--- src/hw/rtl/fcw_pkg.sv ---
package fcw_pkg;

    // fixed field widths
    localparam int unsigned ACTION_W  = 2;
    localparam int unsigned INDEX_W   = 12;
    localparam int unsigned VALUE_W   = 32;
    localparam int unsigned CLUSTER_W = 28;
    localparam int unsigned SECTOR_W  = 35;
    localparam int unsigned STATUS_W  = 2;
    localparam int unsigned CFG_IDX_W = 2;
    localparam int unsigned CFG_DATA_W = 22;

    // register widths
    localparam int unsigned SPC_W = 7;
    localparam int unsigned RSV_W = 16;
    localparam int unsigned NF_W  = 8;
    localparam int unsigned SPF_W = 22;
    localparam int unsigned FATPROD_W = NF_W + SPF_W;

    // run length limit and counter width
    localparam logic [SPC_W-1:0] MAX_RUN = 7'd64;
    localparam int unsigned RUN_CNT_W = 6;

    // end-of-chain marker
    localparam logic [VALUE_W-1:0] END_OF_CHAIN = 32'h0FFF_FFFF;

    // command queue between front and back
    localparam int unsigned QUEUE_DEPTH = 2;
    localparam int unsigned QUEUE_AW    = 1;
    localparam int unsigned QUEUE_CW    = 2;

    // input action codes
    localparam logic [ACTION_W-1:0] ACT_LOAD  = 2'd0;
    localparam logic [ACTION_W-1:0] ACT_START = 2'd1;
    localparam logic [ACTION_W-1:0] ACT_NEXT  = 2'd2;
    localparam logic [ACTION_W-1:0] ACT_NONE  = 2'd3;

    // configuration register indexes
    localparam logic [CFG_IDX_W-1:0] CFG_SPC = 2'd0;
    localparam logic [CFG_IDX_W-1:0] CFG_RSV = 2'd1;
    localparam logic [CFG_IDX_W-1:0] CFG_NF  = 2'd2;
    localparam logic [CFG_IDX_W-1:0] CFG_SPF = 2'd3;

    // register reset values
    localparam logic [SPC_W-1:0] SPC_RESET = 7'd1;
    localparam logic [RSV_W-1:0] RSV_RESET = 16'd32;
    localparam logic [NF_W-1:0]  NF_RESET  = 8'd2;
    localparam logic [SPF_W-1:0] SPF_RESET = 22'd0;

    typedef enum logic [STATUS_W-1:0] {
        ST_SECTOR  = 2'd0,
        ST_DONE    = 2'd1,
        ST_CORRUPT = 2'd2
    } t_status;

    typedef enum logic [1:0] {
        CMD_LOAD,
        CMD_START,
        CMD_NEXT
    } t_cmd_kind;

    typedef struct packed {
        t_cmd_kind              kind;
        logic                   empty;
        logic [INDEX_W-1:0]     index;
        logic [VALUE_W-1:0]     value;
        logic [CLUSTER_W-1:0]   start;
    } t_cmd;

    typedef struct packed {
        logic [SPC_W-1:0] spc;
        logic [RSV_W-1:0] rsv;
        logic [NF_W-1:0]  nf;
        logic [SPF_W-1:0] spf;
    } t_cfg;

    typedef enum logic [2:0] {
        BK_IDLE,
        BK_MUL,
        BK_SUM,
        BK_EMIT,
        BK_STAT
    } t_back_state;

endpackage

--- src/hw/rtl/fcw_queue.sv ---
module fcw_queue (
    input  logic            i_clk,
    input  logic            i_rst_n,
    input  logic            i_push,
    input  fcw_pkg::t_cmd   i_cmd,
    output logic            o_full,
    input  logic            i_pop,
    output logic            o_valid,
    output fcw_pkg::t_cmd   o_cmd
);

    fcw_pkg::t_cmd r_slot [fcw_pkg::QUEUE_DEPTH];
    logic [fcw_pkg::QUEUE_AW-1:0] r_wr_ptr, n_wr_ptr;
    logic [fcw_pkg::QUEUE_AW-1:0] r_rd_ptr, n_rd_ptr;
    logic [fcw_pkg::QUEUE_CW-1:0] r_count, n_count;

    assign o_full  = r_count == fcw_pkg::QUEUE_CW'(fcw_pkg::QUEUE_DEPTH);
    assign o_valid = r_count != '0;
    assign o_cmd   = r_slot[r_rd_ptr];

    // pointer and fill count update
    always_comb begin
        n_wr_ptr = r_wr_ptr;
        n_rd_ptr = r_rd_ptr;
        n_count  = r_count;
        if (i_push) begin
            n_wr_ptr = r_wr_ptr + 1'b1;
        end
        if (i_pop) begin
            n_rd_ptr = r_rd_ptr + 1'b1;
        end
        if (i_push && !i_pop) begin
            n_count = r_count + 1'b1;
        end else if (!i_push && i_pop) begin
            n_count = r_count - 1'b1;
        end
    end

    always_ff @(posedge i_clk) begin
        if (!i_rst_n) begin
            r_wr_ptr <= '0;
            r_rd_ptr <= '0;
            r_count  <= '0;
        end else begin
            r_wr_ptr <= n_wr_ptr;
            r_rd_ptr <= n_rd_ptr;
            r_count  <= n_count;
        end
    end

    // slot storage
    always_ff @(posedge i_clk) begin
        if (i_push) begin
            r_slot[r_wr_ptr] <= i_cmd;
        end
    end

endmodule

--- config.mk ---
export PLATFORM = sky130hd
export DESIGN_NAME = fcw_queue
export DESIGN_NICKNAME = d
export VERILOG_FILES = /design/src/hw/rtl/fcw_pkg.sv /design/src/hw/rtl/fcw_queue.sv
export SDC_FILE = /design/constraint.sdc
export NUM_CORES = 1
export LEC_CHECK = 0
export ABC_AREA = 1
export BUFFER_PORTS_ARGS = -buffer_cell sky130_fd_sc_hd__buf_2
export CORE_MARGIN = 3
export CORE_UTILIZATION = 30
export DETAILED_ROUTE_END_ITERATION = 8
export PLACE_DENSITY = 0.61
export SYNTH_ARGS = -nofsm -noshare
export SYNTH_HDL_FRONTEND = slang
export SYNTH_SLANG_ARGS = --single-unit
--- constraint.sdc ---
create_clock -name i_clk -period 7.45 [get_ports i_clk]
set_input_delay 0.745 -clock i_clk [delete_from_list [all_inputs] [get_ports i_clk]]
set_output_delay 0.745 -clock i_clk [all_outputs]
set_load 0.005 [all_outputs]
# --- Yosys cells after proc, flatten, opt, wreduce, memory -nomap -nowiden ---
# Memories as Yosys holds them, arrays and structs flattened. A register that Yosys moved wholly into a read port is not among the register bits.
# Index checks and enable logic that the tools add are counted.
word_totals:
  reg_bits: 4
  ramBits: 150
  out_inout_bits: 77
  wordCells: 21
  memories: 1
memory_table:
  columns: ["memory", "words", "word_bits", "read_ports", "rd_clocked_by_memory_dff", "write_ports", "line_no", "source"]
  rows:
  - ["r_slot", 2, 75, 1, 1, 1, "fcw_queue.sv:12", "fcw_pkg::t_cmd r_slot [fcw_pkg::QUEUE_DEPTH];"]
op_classes:
  add_sub_neg: 4
  eq_ne: 1
  muxes: 6
  n_reduce_logical: 6
op_table:
  columns: ["cell", "count"]
  rows:
  - ["1-bit 2-to-1 mux", 4]
  - ["2-bit 2-to-1 mux", 2]
  - ["2-bit nonzero test", 2]
  - ["1-bit adder (second input constant)", 2]
  - ["2-bit by 1-bit adder with 2-bit output (second input constant)", 1]
  - ["2-bit == test (second input constant)", 1]
  - ["1-bit logical AND", 2]
  - ["1-bit logical NOT", 2]
  - ["2-bit by 1-bit subtractor with 2-bit output (second input constant)", 1]

# --- Longest topological paths before layout ---
depth:
  ltp_word: 4
  mapped_depth: 8
  mapped_depth_nobuf: 8

# --- Worst setup path after synthesis ---
# No wires, ideal clock.
synth_timing:
  path_kind: "in2reg"
  start: "input port i_push"
  end: "memory r_slot[0][0] (netlist bit) (enable)"
  setup_ns: 0.511
  t_arrival_ns: 3.928
  setup_slack_ns: 3.011
  stages: 2
  cell_sequence: "inv_1 nor2_1"
synth_between:
  elab_chain_len: 2
synth_rtl:
  columns: ["item", "line_no", "source"]
  rows:
  - ["from (decl)", "fcw_queue.sv:4", "input logic i_push,"]
  - ["1-bit 2-to-1 mux", "fcw_queue.sv:53", "if (i_push) begin"]
  - ["1-bit 2-to-1 mux (not written as such)", "fcw_queue.sv:54", "r_slot[r_wr_ptr] <= i_cmd;"]
  - ["to (decl)", "fcw_queue.sv:12", null]
# No other way between the ends.

==> results.sh <==
export IMPL_gp_congestion=0.703
export IMPL_synth_seq_cells=155
export IMPL_hold_path_depth=2
export IMPL_drt_pass1_iterations=5
export IMPL_peakVddDrop_uv=144
export IMPL_routed_wl_um=10900
export IMPL_core_um2=18900
export IMPL_drt_drc_violations_left=0
export IMPL_grt_max_degree=56
export IMPL_antenna_found_initial=1
export IMPL_pin_count=156
export IMPL_rr_startpoint="r_wr_ptr"
export IMPL_max_slew_margin=0.475
export IMPL_grt_pass1_vias=3200
export IMPL_fin_nets=517
export IMPL_grt_usage=0.105
export IMPL_grt_overflow_total=0
export IMPL_hold_path_startpoint="r_rd_ptr"
export IMPL_status="finished clean"
export IMPL_cts_sinks=155
export IMPL_layout_setup_ws_ns=4.31
export IMPL_hold_viol=0
export IMPL_fmax_mhz=318
export IMPL_cts_resized_gates=0
export IMPL_setup_tns_ns=0
export IMPL_ant_nets=0
export IMPL_yosys_cell_count_top_type="edfxtp_1"
export IMPL_n_fill_cell=1765
export IMPL_clk_pin_slew_ns=0.06
export IMPL_clock_path_buffers=2
export IMPL_wl_met2_um=5440
export IMPL_synth_area_um2=5840
export IMPL_worst_slew_pin_slew_ns=0.787
export IMPL_initial_core_util=0.309
export IMPL_placement_rows=50
export IMPL_io_buffers=155
export IMPL_synth_edf_count=150
export IMPL_cts_root_buf="clkbuf_16"
export IMPL_crit_arrival_ns=2.40
export IMPL_insertion_delay_ns=0.40
export IMPL_multi_input_area_um2=1140
export IMPL_dp_slack_ns=4.65
export IMPL_period_share=0.422
export IMPL_regToRegEndpoint="r_slot[0][43]"
export IMPL_cts_hold_buf=0
export IMPL_via_per_inst=4.17
export IMPL_fin_crit_ns=3.14
export IMPL_end_kind="primary output"
export IMPL_wl_met3_um=830
export IMPL_required_ns=6.70
export IMPL_die_area_um2=21200
export IMPL_synth_cell_types=14
export IMPL_rsz0062_at_grt="false"
export IMPL_async_flop_share=0
export IMPL_finalSetupViolCount=0
export IMPL_cts_buffers=17
export IMPL_clock_skew_ns=0.00446
export IMPL_synth_top_area_cell="edfxtp_1"
export IMPL_drt_initial_drc_count=99
export IMPL_startpoint_type="register"
export IMPL_dieWidth_um=146
export IMPL_area_growth_pct=28.9
export IMPL_drv_slew=0
export IMPL_max_cap_violations=0
export IMPL_cts_setup_buffers=0
export IMPL_syn_avg_cell_area_um2=21.8
export IMPL_cts_htree_levels=4
export IMPL_hold_path_class="register to register"
export IMPL_die_h_um=146
export IMPL_synth_area_leaders="edfxtp_1 77%, mux2_4 13%, mux2_2 4.8%, dfxtp_1 1.7%, buf_6 1.2%"
export IMPL_detailed_place_hpwl_um=7180
export IMPL_synth_top_area_share=0.771
export IMPL_drive_gt1_frac=0.584
export IMPL_grt_pass1_wl_um=17200
export IMPL_cp_max_fo=39
export IMPL_postSynthCellCount=268
export IMPL_power_leakage_nw=2.94
export IMPL_seq_area_frac_synth=0.788
export IMPL_ff_latch_area_um2=4610
export IMPL_synth_commonest_cells="150 x edfxtp_1, 50 x mux2_4, 25 x mux2_2"
export IMPL_synthFlopType="edfxtp_1"
export IMPL_ys_warn_count=0
export IMPL_highest_layer="met5"
export IMPL_path_class="register to primary output"
export IMPL_worstRegToRegCells=2
export IMPL_cts_tree="yes"
export IMPL_powerDensity_nw_per_um2=281
export IMPL_regToRegSetupSlack_ns=5.44
export IMPL_wl_met1_um=4470
export IMPL_vias=2964
export IMPL_wl_per_cell_um=15.3
export IMPL_synth_nets=348
export IMPL_insertedDiodeCount=0
## power breakdown
part	internal, mW	switching, mW
Clock	0.593	0.324
Sequential	1.01	0.0188
Combinational	0.0931	0.0762
Total	1.70	0.419
## metrics by stage
step | std cells | utilization | power, mW | hold slack, ns | instance area (um2)
5_1_grt | 710 | 0.399 | 2.20 | 0.491 | 7530
2_1_floorplan | 268 | - | 1.14 | 0.463 | 5840
3_5_place_dp | 678 | 0.365 | 1.22 | 0.491 | 6900
3_3_place_gp | 678 | 0.365 | 1.21 | 0.482 | 6900
6_report | 710 | 0.399 | 2.12 | 0.506 | 7530
4_1_cts | 710 | 0.399 | 2.15 | 0.496 | 7530
## cells in the final DEF, fill, tap and decap left out
cell type | synthesis | layout
buf_2 | 2 | 155
edfxtp_1 | 150 | 150
mux2_4 | 50 | 50
mux2_2 | 25 | 25
clkbuf_16 | 0 | 17
nand2_1 | 9 | 9
inv_1 | 8 | 7
nor2_1 | 8 | 7
bufinv_16 | 0 | 5
dfxtp_1 | 5 | 4
clkbuf_1 | 0 | 3
buf_4 | 0 | 3
clkinv_2 | 0 | 2
clkinv_1 | 0 | 2
clkinvlp_4 | 0 | 2
nor2_4 | 0 | 1
o21ai_0 | 1 | 1
a21oi_1 | 1 | 1
nand3_1 | 1 | 1
nand4_1 | 1 | 1
ha_1 | 1 | 1
dfxtp_4 | 0 | 1
clkinv_4 | 0 | 1
inv_6 | 0 | 1
## state kept, by name (all words and copies together), names as in the netlist, named ones only
name      count
r_count       2
r_rd_ptr      1
r_slot      150
r_wr_ptr      1
## metal layers
metal | vias up | track usage
met5 | - | 0
met4 | 2 | 0.0385
met3 | 11 | 0.0467
met2 | 109 | 0.174
met1 | 1466 | 0.121
li1 | 1376 | -
## final cells by class
| type | count | share of cell area |
|---|---|---|
| multi-input combinational | 97 | 0.151 |
| inverter | 8 | 0.00415 |
| clock buffer | 20 | 0.0580 |
| sequential | 155 | 0.612 |
| timing repair buffer | 158 | 0.106 |
| clock inverter | 12 | 0.0259 |
| tap | 260 | 0.0432 |
## logic make-up (layout without fill, tap and decap cells)
family,count (synthesis),after routing,share of synthesized area
compound gates,2,2,0.00171
fa+ha+maj,1,1,0.00214
buf+inv,16,198,0.0184
flops,155,155,0.788
mux,75,75,0.177
simple gates,19,19,0.0129
## critical path, stage by stage, from the launching register on
cell	delay, ns
dfxtp_4	0.79
buf_4	0.65
mux2_2	0.41
buf_2	0.13
## worst max-delay path by stage
stage / to / slack (ns)
final: o_cmd[0] / 4.31
after global routing: o_cmd[0] / 4.12
after CTS: o_cmd[0] / 4.20
after detailed placement: o_cmd[0] / 4.65
after global placement: o_cmd[2] / 4.68
after floorplan: r_slot[0][0] / 3.01
No activity file was read; power rests on OpenSTA's default activity.
