--- src/hw/rtl/fcw_pkg.sv ---
package fcw_pkg;

    // fixed field widths
    localparam int unsigned ACTION_W  = 2;
    localparam int unsigned INDEX_W   = 12;
    localparam int unsigned VALUE_W   = 32;
    localparam int unsigned CLUSTER_W = 28;
    localparam int unsigned SECTOR_W  = 35;
    localparam int unsigned STATUS_W  = 2;
    localparam int unsigned CFG_IDX_W = 2;
    localparam int unsigned CFG_DATA_W = 22;

    // register widths
    localparam int unsigned SPC_W = 7;
    localparam int unsigned RSV_W = 16;
    localparam int unsigned NF_W  = 8;
    localparam int unsigned SPF_W = 22;
    localparam int unsigned FATPROD_W = NF_W + SPF_W;

    // run length limit and counter width
    localparam logic [SPC_W-1:0] MAX_RUN = 7'd64;
    localparam int unsigned RUN_CNT_W = 6;

    // end-of-chain marker
    localparam logic [VALUE_W-1:0] END_OF_CHAIN = 32'h0FFF_FFFF;

    // command queue between front and back
    localparam int unsigned QUEUE_DEPTH = 2;
    localparam int unsigned QUEUE_AW    = 1;
    localparam int unsigned QUEUE_CW    = 2;

    // input action codes
    localparam logic [ACTION_W-1:0] ACT_LOAD  = 2'd0;
    localparam logic [ACTION_W-1:0] ACT_START = 2'd1;
    localparam logic [ACTION_W-1:0] ACT_NEXT  = 2'd2;
    localparam logic [ACTION_W-1:0] ACT_NONE  = 2'd3;

    // configuration register indexes
    localparam logic [CFG_IDX_W-1:0] CFG_SPC = 2'd0;
    localparam logic [CFG_IDX_W-1:0] CFG_RSV = 2'd1;
    localparam logic [CFG_IDX_W-1:0] CFG_NF  = 2'd2;
    localparam logic [CFG_IDX_W-1:0] CFG_SPF = 2'd3;

    // register reset values
    localparam logic [SPC_W-1:0] SPC_RESET = 7'd1;
    localparam logic [RSV_W-1:0] RSV_RESET = 16'd32;
    localparam logic [NF_W-1:0]  NF_RESET  = 8'd2;
    localparam logic [SPF_W-1:0] SPF_RESET = 22'd0;

    typedef enum logic [STATUS_W-1:0] {
        ST_SECTOR  = 2'd0,
        ST_DONE    = 2'd1,
        ST_CORRUPT = 2'd2
    } t_status;

    typedef enum logic [1:0] {
        CMD_LOAD,
        CMD_START,
        CMD_NEXT
    } t_cmd_kind;

    typedef struct packed {
        t_cmd_kind              kind;
        logic                   empty;
        logic [INDEX_W-1:0]     index;
        logic [VALUE_W-1:0]     value;
        logic [CLUSTER_W-1:0]   start;
    } t_cmd;

    typedef struct packed {
        logic [SPC_W-1:0] spc;
        logic [RSV_W-1:0] rsv;
        logic [NF_W-1:0]  nf;
        logic [SPF_W-1:0] spf;
    } t_cfg;

    typedef enum logic [2:0] {
        BK_IDLE,
        BK_MUL,
        BK_SUM,
        BK_EMIT,
        BK_STAT
    } t_back_state;

endpackage

--- src/hw/rtl/fcw_in_if.sv ---
interface fcw_in_if;
    logic                           valid;
    logic                           ready;
    logic [fcw_pkg::ACTION_W-1:0]   action;
    logic [fcw_pkg::INDEX_W-1:0]    entry_index;
    logic [fcw_pkg::VALUE_W-1:0]    entry_value;
    logic [fcw_pkg::CLUSTER_W-1:0]  start_cluster;

    modport source (
        output valid, action, entry_index, entry_value, start_cluster,
        input  ready
    );
    modport sink (
        input  valid, action, entry_index, entry_value, start_cluster,
        output ready
    );
endinterface

--- src/hw/rtl/fcw_front.sv ---
module fcw_front #(
    parameter int unsigned TABLE_ENTRIES = 4096
) (
    fcw_in_if.sink          i_in,
    input  logic            i_full,
    output logic            o_push,
    output fcw_pkg::t_cmd   o_cmd
);

    localparam logic [fcw_pkg::CLUSTER_W:0] TE = (fcw_pkg::CLUSTER_W+1)'(TABLE_ENTRIES);

    logic index_ok;
    logic start_empty;
    logic keep;

    assign i_in.ready = !i_full;

    // loads beyond the table and unknown actions are dropped here
    assign index_ok    = (fcw_pkg::CLUSTER_W+1)'(i_in.entry_index) < TE;
    assign start_empty = (i_in.start_cluster < fcw_pkg::CLUSTER_W'(2)) ||
                         ({4'd0, i_in.start_cluster} == fcw_pkg::END_OF_CHAIN);

    always_comb begin
        keep        = 1'b0;
        o_cmd.kind  = fcw_pkg::CMD_NEXT;
        o_cmd.empty = start_empty;
        o_cmd.index = i_in.entry_index;
        o_cmd.value = i_in.entry_value;
        o_cmd.start = i_in.start_cluster;
        unique case (i_in.action)
            fcw_pkg::ACT_LOAD: begin
                keep       = index_ok;
                o_cmd.kind = fcw_pkg::CMD_LOAD;
            end
            fcw_pkg::ACT_START: begin
                keep       = 1'b1;
                o_cmd.kind = fcw_pkg::CMD_START;
            end
            fcw_pkg::ACT_NEXT: begin
                keep       = 1'b1;
                o_cmd.kind = fcw_pkg::CMD_NEXT;
            end
            fcw_pkg::ACT_NONE: begin
                keep       = 1'b0;
                o_cmd.kind = fcw_pkg::CMD_NEXT;
            end
        endcase
    end

    assign o_push = i_in.valid && !i_full && keep;

endmodule

--- src/flat_wrapper.sv ---
// flat-port wrapper written by rule: the top's interface ports become plain ports
module fcw_front_flat 
#(
    parameter int unsigned TABLE_ENTRIES = 4096
)
  (i_full, o_push, o_cmd, i_in_valid, i_in_action, i_in_entry_index, i_in_entry_value, i_in_start_cluster, i_in_ready);
  fcw_in_if i_in_i ();
  input  logic i_full;
  output logic o_push;
  output fcw_pkg::t_cmd o_cmd;
  input wire logic [$bits(i_in_i.valid)-1:0] i_in_valid;
  input wire logic [$bits(i_in_i.action)-1:0] i_in_action;
  input wire logic [$bits(i_in_i.entry_index)-1:0] i_in_entry_index;
  input wire logic [$bits(i_in_i.entry_value)-1:0] i_in_entry_value;
  input wire logic [$bits(i_in_i.start_cluster)-1:0] i_in_start_cluster;
  output wire logic [$bits(i_in_i.ready)-1:0] i_in_ready;
  assign i_in_i.valid = i_in_valid;
  assign i_in_i.action = i_in_action;
  assign i_in_i.entry_index = i_in_entry_index;
  assign i_in_i.entry_value = i_in_entry_value;
  assign i_in_i.start_cluster = i_in_start_cluster;
  assign i_in_ready = i_in_i.ready;
  fcw_front #(.TABLE_ENTRIES(TABLE_ENTRIES)) u_core (.i_in(i_in_i), .i_full(i_full), .o_push(o_push), .o_cmd(o_cmd));
endmodule
--- config.mk ---
export PLATFORM = sky130hd
export DESIGN_NAME = fcw_front_flat
export DESIGN_NICKNAME = d
export VERILOG_FILES = /design/src/hw/rtl/fcw_pkg.sv /design/src/hw/rtl/fcw_in_if.sv /design/src/hw/rtl/fcw_front.sv /design/src/flat_wrapper.sv
export SDC_FILE = /design/constraint.sdc
export NUM_CORES = 1
export LEC_CHECK = 0
export ABC_AREA = 1
export ABC_CLOCK_PERIOD_IN_PS = 850
export BUFFER_PORTS_ARGS = -buffer_cell sky130_fd_sc_hd__buf_2
export CAP_MARGIN = 5
export CORE_AREA = 2 2 60 62
export DETAILED_ROUTE_END_ITERATION = 12
export DIE_AREA = 0 0 62 64
export PLACE_DENSITY = 0.78
export SLEW_MARGIN = 20
export SYNTH_ARGS = -nofsm -noshare
export SYNTH_HDL_FRONTEND = slang
export SYNTH_SLANG_ARGS = --single-unit
--- constraint.sdc ---
create_clock -name vclk -period 0.85
set_input_delay 0.1275 -clock vclk [all_inputs]
set_output_delay 0.1275 -clock vclk [all_outputs]
set_load 0.03 [all_outputs]
---- Word-level counts from Yosys, hierarchy flattened ----
Index checks and enable logic that the tools add are counted.
storage, ports and cells
  flip-flop bits (word level) ............. 0
  bits of input ports ..................... 76
  logic and storage cells ................. 14
operators by class
  order comparisons ....................... 1
  equal/unequal tests ..................... 4
  mux-type cells .......................... 2
  reductions and logical operators ........ 7
operator list
  operator                                                     number
  == test 28 bit, second input constant                        1
  less-than comparator 28 x 2 -> 1 bit, second input constant  1
  one-hot mux 2 bit (3 select lines)                           1
  == test 2 bit, second input constant                         2
  OR reduction 3 bit                                           1
  == test 2 x 1 -> 1 bit, second input constant                1
  logical AND 1 bit                                            2
  zero test 2 bit                                              1
  one-hot mux 1 bit (2 select lines)                           1
  OR reduction 2 bit                                           1
  zero test 1 bit                                              1
  logical OR 1 bit                                             1

---- Longest topological paths before layout ----
Gate-level depths: netlist of the first run.
  depth after elaboration ................. 4
  gate-level depth with buffers ........... 8

---- Worst setup path after synthesis of the first run ----
No wires, ideal clock.
  path kind ............................... input port to output port
  start ................................... input port i_full
  end ..................................... output port o_push
  arrival time ............................ 904 ps
  required time ........................... 722 ps
  setup slack ............................. -182 ps
  stages on the path ...................... 3
  buffers on the path ..................... 0
  path through ............................ inv_1 > nand2_1 > a21oi_1
on the way
  cells in the longest elaborated chain, start to end .. 3
ends and longest elaborated chain
  item                            line               RTL
  from (decl)                     flat_wrapper.sv:8  input logic i_full;
  zero test 1 bit                 fcw_front.sv:50    assign o_push = i_in.valid && !i_full && keep;
  logical AND 1 bit (2 in a row)  fcw_front.sv:50
  to (decl)                       flat_wrapper.sv:9  output logic o_push;
Every way passes these cells.

==> flow_results.org, run 1 <==
** Run status
- Status :: finished with violations
- Failing checks :: setup timing

** Route
- The routed layout has 662 vias.
- After detailed routing, the number of vias per cell comes to 3.540.
- The first detailed-routing pass took 4 iterations.
- Remaining design rule violation count :: 0
- After detailed routing, the average wire length per cell comes to 9.834 um.
- The count of nets left with antenna violations once routing finished came out at 0.
- Routed WL :: 1.839 mm
- For this block, the initial DRC count from the detailed router was 12.

** Job
- # Max-Cap Violations :: 0

** Placed design
- Final Wtd Congestion :: 0.6372
- Count of input and output buffers :: 65
- Summed over all nets, the half-perimeter wirelength after detailed placement is 1.626 mm.

** Power
- The worst-case IR drop observed on VDD is 0.1882 mV.
- Leakage :: 0.0004759 uW
- The design draws 458.1 uW.
- Dividing total power by cell area gives a power density of 583.0 nW/um^2.

** Setup path
- Maximum fanout along the worst path :: 3
- Cell repeated most along the worst path :: sky130_fd_sc_hd__nand2_1
- Tracing the worst setup path back leads to its startpoint at i_in_start_cluster[24].
- STA puts the critical path data required time at 0.72 ns.
- Crit end category :: output pin
- In this design, the stage delay of the slowest critical-path cell is 0.13 ns.
- For the worst setup path, the data arrival time is 0.82 ns.
- The worst setup path is launched from a primary input.
- On the critical path, the stage with the largest delay is an instance of sky130_fd_sc_hd__buf_6.
- Start-to-end type of the worst setup path :: primary input to output pin
- The critical path goes through buf_2, inv_1, nand2_1, nor2_1, nand2_1, nor2_1, nand2_1, nand2_1, buf_6.

** Timing
- Setup ws final :: -0.09673 ns
- Setup TNS Final :: -0.09673 ns
- Setup repair after global routing missed its margin :: yes
- Measured against its own limit, the worst slew margin works out to 0.8909.
- For this run, the top clock speed supported by timing is 1056 MHz.
- Final clock period utilization by the worst path :: 1.114
- Total count of max-transition violations in the final report :: 0
- Setup violations remaining at the end of the flow were counted as 1.
- Shortest clock period the worst path allows after layout :: 0.9467 ns
- For the pin with the worst max-slew slack, the measured transition is 0.1648 ns.
- Number of failing hold endpoints at the final stage :: 0

** Synth
- Proportion of netlist area held by the largest area contributor :: 0.6528
- Leading cell types by total area after synthesis :: sky130_fd_sc_hd__buf_4 (65%), sky130_fd_sc_hd__nand2_1 (14%), sky130_fd_sc_hd__inv_1 (8.9%)
- Largest area contributor in the netlist :: sky130_fd_sc_hd__buf_4
- Post-synthesis share of cell area spent on and, or, nand and nor gates :: 0.2474
- For this run, the number of Yosys warnings is 0.
- By instance count, the leading cell after synthesis is sky130_fd_sc_hd__buf_4.
- Of the total synthesized cell area, the portion taken by XOR and XNOR cells is 0.
- Area fraction in compound gates after synthesis :: 0.005961
- Measured against the total synthesized area, the mux share comes to 0.
- Of the total synthesized cell area, the portion taken by full adders, half adders and majority gates is 0.
- Synthesis produced 149 cells.
- Seq/Total Area, Yosys :: 0
- By count the netlist is led by sky130_fd_sc_hd__buf_4 (73), sky130_fd_sc_hd__nand2_1 (32), sky130_fd_sc_hd__inv_1 (20), sky130_fd_sc_hd__nor2_1 (20).
- The synthesized netlist occupies a cell area of 839.6 um^2.
- Main combinational cell family by area after synthesis :: buffers and inverters
- Synth Net Count :: 225
- Post-Synthesis Mean Instance Area :: 5.635 um^2
- The number of different library cells used by synthesis comes to 8.

** Floorplan
- I/O pin count :: 153
- The initial utilization of the core area, before any placement, comes to 0.2556.
- Standard cell core area :: 3284 um^2
- Die boundary width :: 62 um
- Core Rows :: 21
- Vertical die dimension :: 64 um
- The die covers 3968 um^2.

** Finish
- P&R area growth vs syn :: -6.408%
- Summing all flip-flop and latch instances after layout gives 0 um^2.
- Counting the clock-network buffers in the layout gives 0.
- At the end of the flow, the number of nets in the layout was 219.
- In the final layout, the share of cells above drive strength 1 is 0.5816.
- Number of flip-flops and latches :: 0
- Ant diodes :: 0

** Global route
- The first global-routing pass estimated 2.318 mm of wire.
- Number of antenna violations at the first check in global routing :: 0
- Overall overflow remaining after global route :: 0
- Pin count of the biggest net entering global routing :: 4
- Vias in the first global route :: 550
- GRT Util Overall :: 0.07717

** CTS
- Buffers added to address setup during post-CTS repair amount to 0.

** Min path
- Tightest Hold Check Type :: primary input to output pin
- In this run the most critical hold path is launched from i_in_entry_value[7].
-- final timing paths --
kind	cells after the start	to	slack, ns
max	9	o_cmd[72]	-0.1
min	0	o_cmd[35]	0.26
-- report_power, final --
group          internal (uW)  switching, uW
Combinational            173            285
Sequential                 0              0
Clock                      0              0
-- cell families (layout without fill, tap and decap cells) --
kind of cell / Yosys count / after routing
AOI/OAI and AO/OA: 1 / 1
buffers and inverters: 94 / 86
and+or+nand+nor: 54 / 54
-- final cells by class --
cell class                 count  area (um^2)
multi-input combinational     55        236.5
fill                         376         2499
inverter                      20        80.08
tap                           46        57.56
timing repair buffer          66        411.6
-- critical path, delay by kind of cell --
kind          cells  cell delay, ns
simple gates      6            0.41
buf+inv           3            0.28
-- timing repair --
item,CTS,global route
pin swaps,15,13
hold buffers,0,0
resized for setup,20,12
endpoints found under the setup margin,1,1
-- layout by cell type, fill, tap and decap left out --
cell and instances:
sky130_fd_sc_hd__buf_2 53, sky130_fd_sc_hd__nand2_1 30, sky130_fd_sc_hd__nor2_1 17, sky130_fd_sc_hd__buf_6 11, sky130_fd_sc_hd__inv_1 10, sky130_fd_sc_hd__inv_2 9
sky130_fd_sc_hd__nor2_2 3, sky130_fd_sc_hd__nand2_2 2, sky130_fd_sc_hd__and2_1 1, sky130_fd_sc_hd__clkinv_4 1, sky130_fd_sc_hd__nand4_1 1, sky130_fd_sc_hd__a21oi_4 1
sky130_fd_sc_hd__buf_8 1, sky130_fd_sc_hd__buf_4 1
-- routing by layer --
layer / part of all wire / global-route usage / vias to the layer above
met5: 0 / 0 / -
met4: 0.052 / 0.04521 / 0
met3: 0.14 / 0.02227 / 20
met2: 0.52 / 0.1654 / 59
met1: 0.28 / 0.04843 / 240
li1: - / - / 343
-- per-stage QoR --
step / util / setup WS [ns] / instances / area, um^2 / hold slack [ns]
finish: 0.2392 / -0.09673 / 187 / 785.8 / 0.2550
global route: 0.2392 / -0.2026 / 187 / 785.8 / 0.2550
CTS: 0.2331 / -0.1304 / 187 / 765.7 / 0.2552
detailed placement: 0.2099 / -0.1959 / 187 / 689.4 / 0.2552
global placement: 0.2099 / -0.1877 / 187 / 689.4 / 0.2552
floorplan: - / 0.01977 / 149 / 850.8 / 0.3211
Power figures use the tool's default switching activity.
==> run 2: changes to the inputs <==
REMOVE_ABC_BUFFERS = 1   (was not set)
==> run 2 against run 1 <==
  * The flow still finishes with violations (setup timing)
  * Highest routed layer is now met5
  * Die area did not move
  * Global-route usage rose by 12 points
  * Sequential share of layout area did not move
  * Fmax fell by 4.2%
  * Largest power group unchanged
  * Clock-buffer cell count did not move
  * Via count rose by 10%
  * Final cell count did not move
  * Utilization rose by 0.65 points
  * Non-clock buffer count did not move
  * Critical path type unchanged
  * First-iteration DRC count did not move
  * Combinational power rose by 3%
  * Critical path depth fell by 1
==> flow_results.org, run 2 (same netlist as run 1, synthesis figures left out) <==
** Run status
- The flow ran to the end, but the final reports show violations.
- The checks that failed: setup timing.

** Global route
- Entering global routing, the biggest net connects 4 pins.
- In the global route stage, overall resource usage came out at 0.2002.
- Fraction of met3 tracks used by global routing :: 0.3057
- The layer flagged by global routing as most heavily used is met2.
- Overall overflow remaining after global route :: 0
- Met1 usage :: 0.06416
- In the global route stage, met2 resource usage came out at 0.3763.
- First-pass GRT wire length :: 4.995 mm
- The via count of the first global-routing pass is 599.
- Number of antenna violations at the first check in global routing :: 0

** Floorplan
- I/O pin count :: 153
- The total area inside the core boundary comes to 3284 um^2.
- Overall die area :: 3968 um^2
- Core Rows :: 21
- Initial cell density of the core :: 0.2556
- Measured along the y axis, the die boundary spans 64 um.
- The die is 62 um wide.

** Route
- After detailed routing, the number of vias per cell comes to 3.893.
- Summed over all layers, the routed wires come to 4.348 mm.
- Number of detailed-route iterations in the first pass :: 3
- Antenna Nets Post-Route :: 0
- The routed layout has 728 vias.
- In the routed design, unresolved DRC markers number 0.
- Routed length per placed instance :: 23.25 um
- After the first detailed-routing iteration, the DRC count stood at 12.

** Setup path
- Signal arrival time at the worst endpoint :: 0.86 ns
- Start-to-end type of the worst setup path :: primary input to output pin
- Required @ worst endpoint :: 0.72 ns
- Element type at the critical path start :: primary input
- Crit end category :: output pin
- Along the worst path, the maximum fanout reaches 3.

** Job
- Across the run, the number of max-cap violations was 0.

** Placed design
- Total instance count after detailed placement :: 187
- In this run the tool buffered the top-level ports with 65 buffer cells.
- Post-place setup slack :: -0.2121 ns
- The congestion estimate from routability-driven global placement came to 0.8666.
- Area post-placement :: 678.2 um^2
- Post-DP HPWL :: 4.018 mm

** Timing
- Setup ws final :: -0.1380 ns
- The final-report max-slew violation count came to 0.
- Fmax :: 1012 MHz
- Shortest clock period the worst path allows after layout :: 0.9880 ns
- Number of failing hold endpoints at the final stage :: 0
- Final setup violation count :: 1
- Final clock period utilization by the worst path :: 1.162
- Setup repair after global routing missed its margin :: yes
- Worst rel slew slack :: 0.8947
- Hold timing on the final database bottoms out at a slack of 0.2553 ns.
- Worst-Margin Slew :: 0.1590 ns

** Finish
- From synthesis to final layout, the design area changed by -3.875%.
- Summing all non-filler instances in the final layout gives an area of 807.0 um^2.
- The final layout contains a sequential cell count of 0.
- Once layout is complete, the cells apart from fillers number 187.
- Most frequent standard cell in the layout excluding fill and tap cells :: sky130_fd_sc_hd__buf_2
- Area of all sequential standard cells :: 0 um^2
- Of the cells placed in the final design, the portion with a size suffix greater than 1 is 0.6383.
- Ant diodes :: 0
- The library cells used most frequently in the layout, excluding fill and tap cells, are sky130_fd_sc_hd__buf_2 (49), sky130_fd_sc_hd__nand2_1 (28), sky130_fd_sc_hd__buf_6 (15).
- Post-layout nets :: 219
- Number of clock buffers in the layout :: 0

** CTS
- The number of setup buffers added after CTS is 0.
- Number of buffers inserted by hold repair at cts :: 0

** Power
- In this run the power density over the cells is 583.3 nW/um^2.
- For this design the static power due to leakage is 0.0004792 uW.
- Worst IR Drop VDD :: 0.1309 mV

** Min path
- Tightest Hold Check Type :: primary input to output pin
-- run 2: cell types whose count changed in the layout (fill, tap and decap cells not counted), sizes merged --
cell	change
clkinv	-1
inv	+1
-- run 2: critical path, cell delays in order --
cell                      delay [ns]
sky130_fd_sc_hd__buf_2          0.12
sky130_fd_sc_hd__nor2_1         0.07
sky130_fd_sc_hd__and2_1         0.13
sky130_fd_sc_hd__nand2_1        0.07
sky130_fd_sc_hd__nor2_1         0.10
sky130_fd_sc_hd__nand2_1        0.05
sky130_fd_sc_hd__nand2_1        0.07
sky130_fd_sc_hd__buf_6          0.13
-- run 2: power by group --
| part | internal, uW | switching, uW | leakage (uW) |
|---|---|---|---|
| clock network | 0 | 0 | 0 |
| registers | 0 | 0 | 0 |
| logic | 184 | 286 | 0.000479 |
-- run 2: per-stage QoR --
stage          utilization  power (uW)  setup TNS (ns)
2_1_floorplan            -       69.94         -0.1816
6_report            0.2457       470.8         -0.1380
5_1_grt             0.2457       508.8         -0.2232
3_5_place_dp        0.2065       406.7         -0.2121
4_1_cts             0.2290       439.9         -0.1447
3_3_place_gp        0.2065       403.3         -0.2115
-- run 2: cell type report --
| class | count | area [um^2] |
|---|---|---|
| multi-input cells | 55 | 237.7 |
| inverters | 20 | 75.07 |
| fillers | 368 | 2477 |
| well taps | 46 | 57.56 |
| repair buffers | 66 | 436.7 |
-- run 2: worst paths after layout --
kind | startpoint | endpoint | slack, ns | cells after the start
max | i_in_start_cluster[19] | o_cmd[72] | -0.14 | 8
min | i_in_entry_value[4] | o_cmd[32] | 0.26 | 0
-- run 2: timing repair --
action / 4_1_cts / 5_1_grt
endpoints found under the setup margin: 1 / 1
gates resized for setup: 17 / 27
pin swaps: 10 / 25
-- run 2: per-layer routing --
metal | share of wire | wire [um]
met5 | 0.0062 | 27
met4 | 0.017 | 73
met3 | 0.34 | 1465
met2 | 0.52 | 2267
met1 | 0.12 | 515
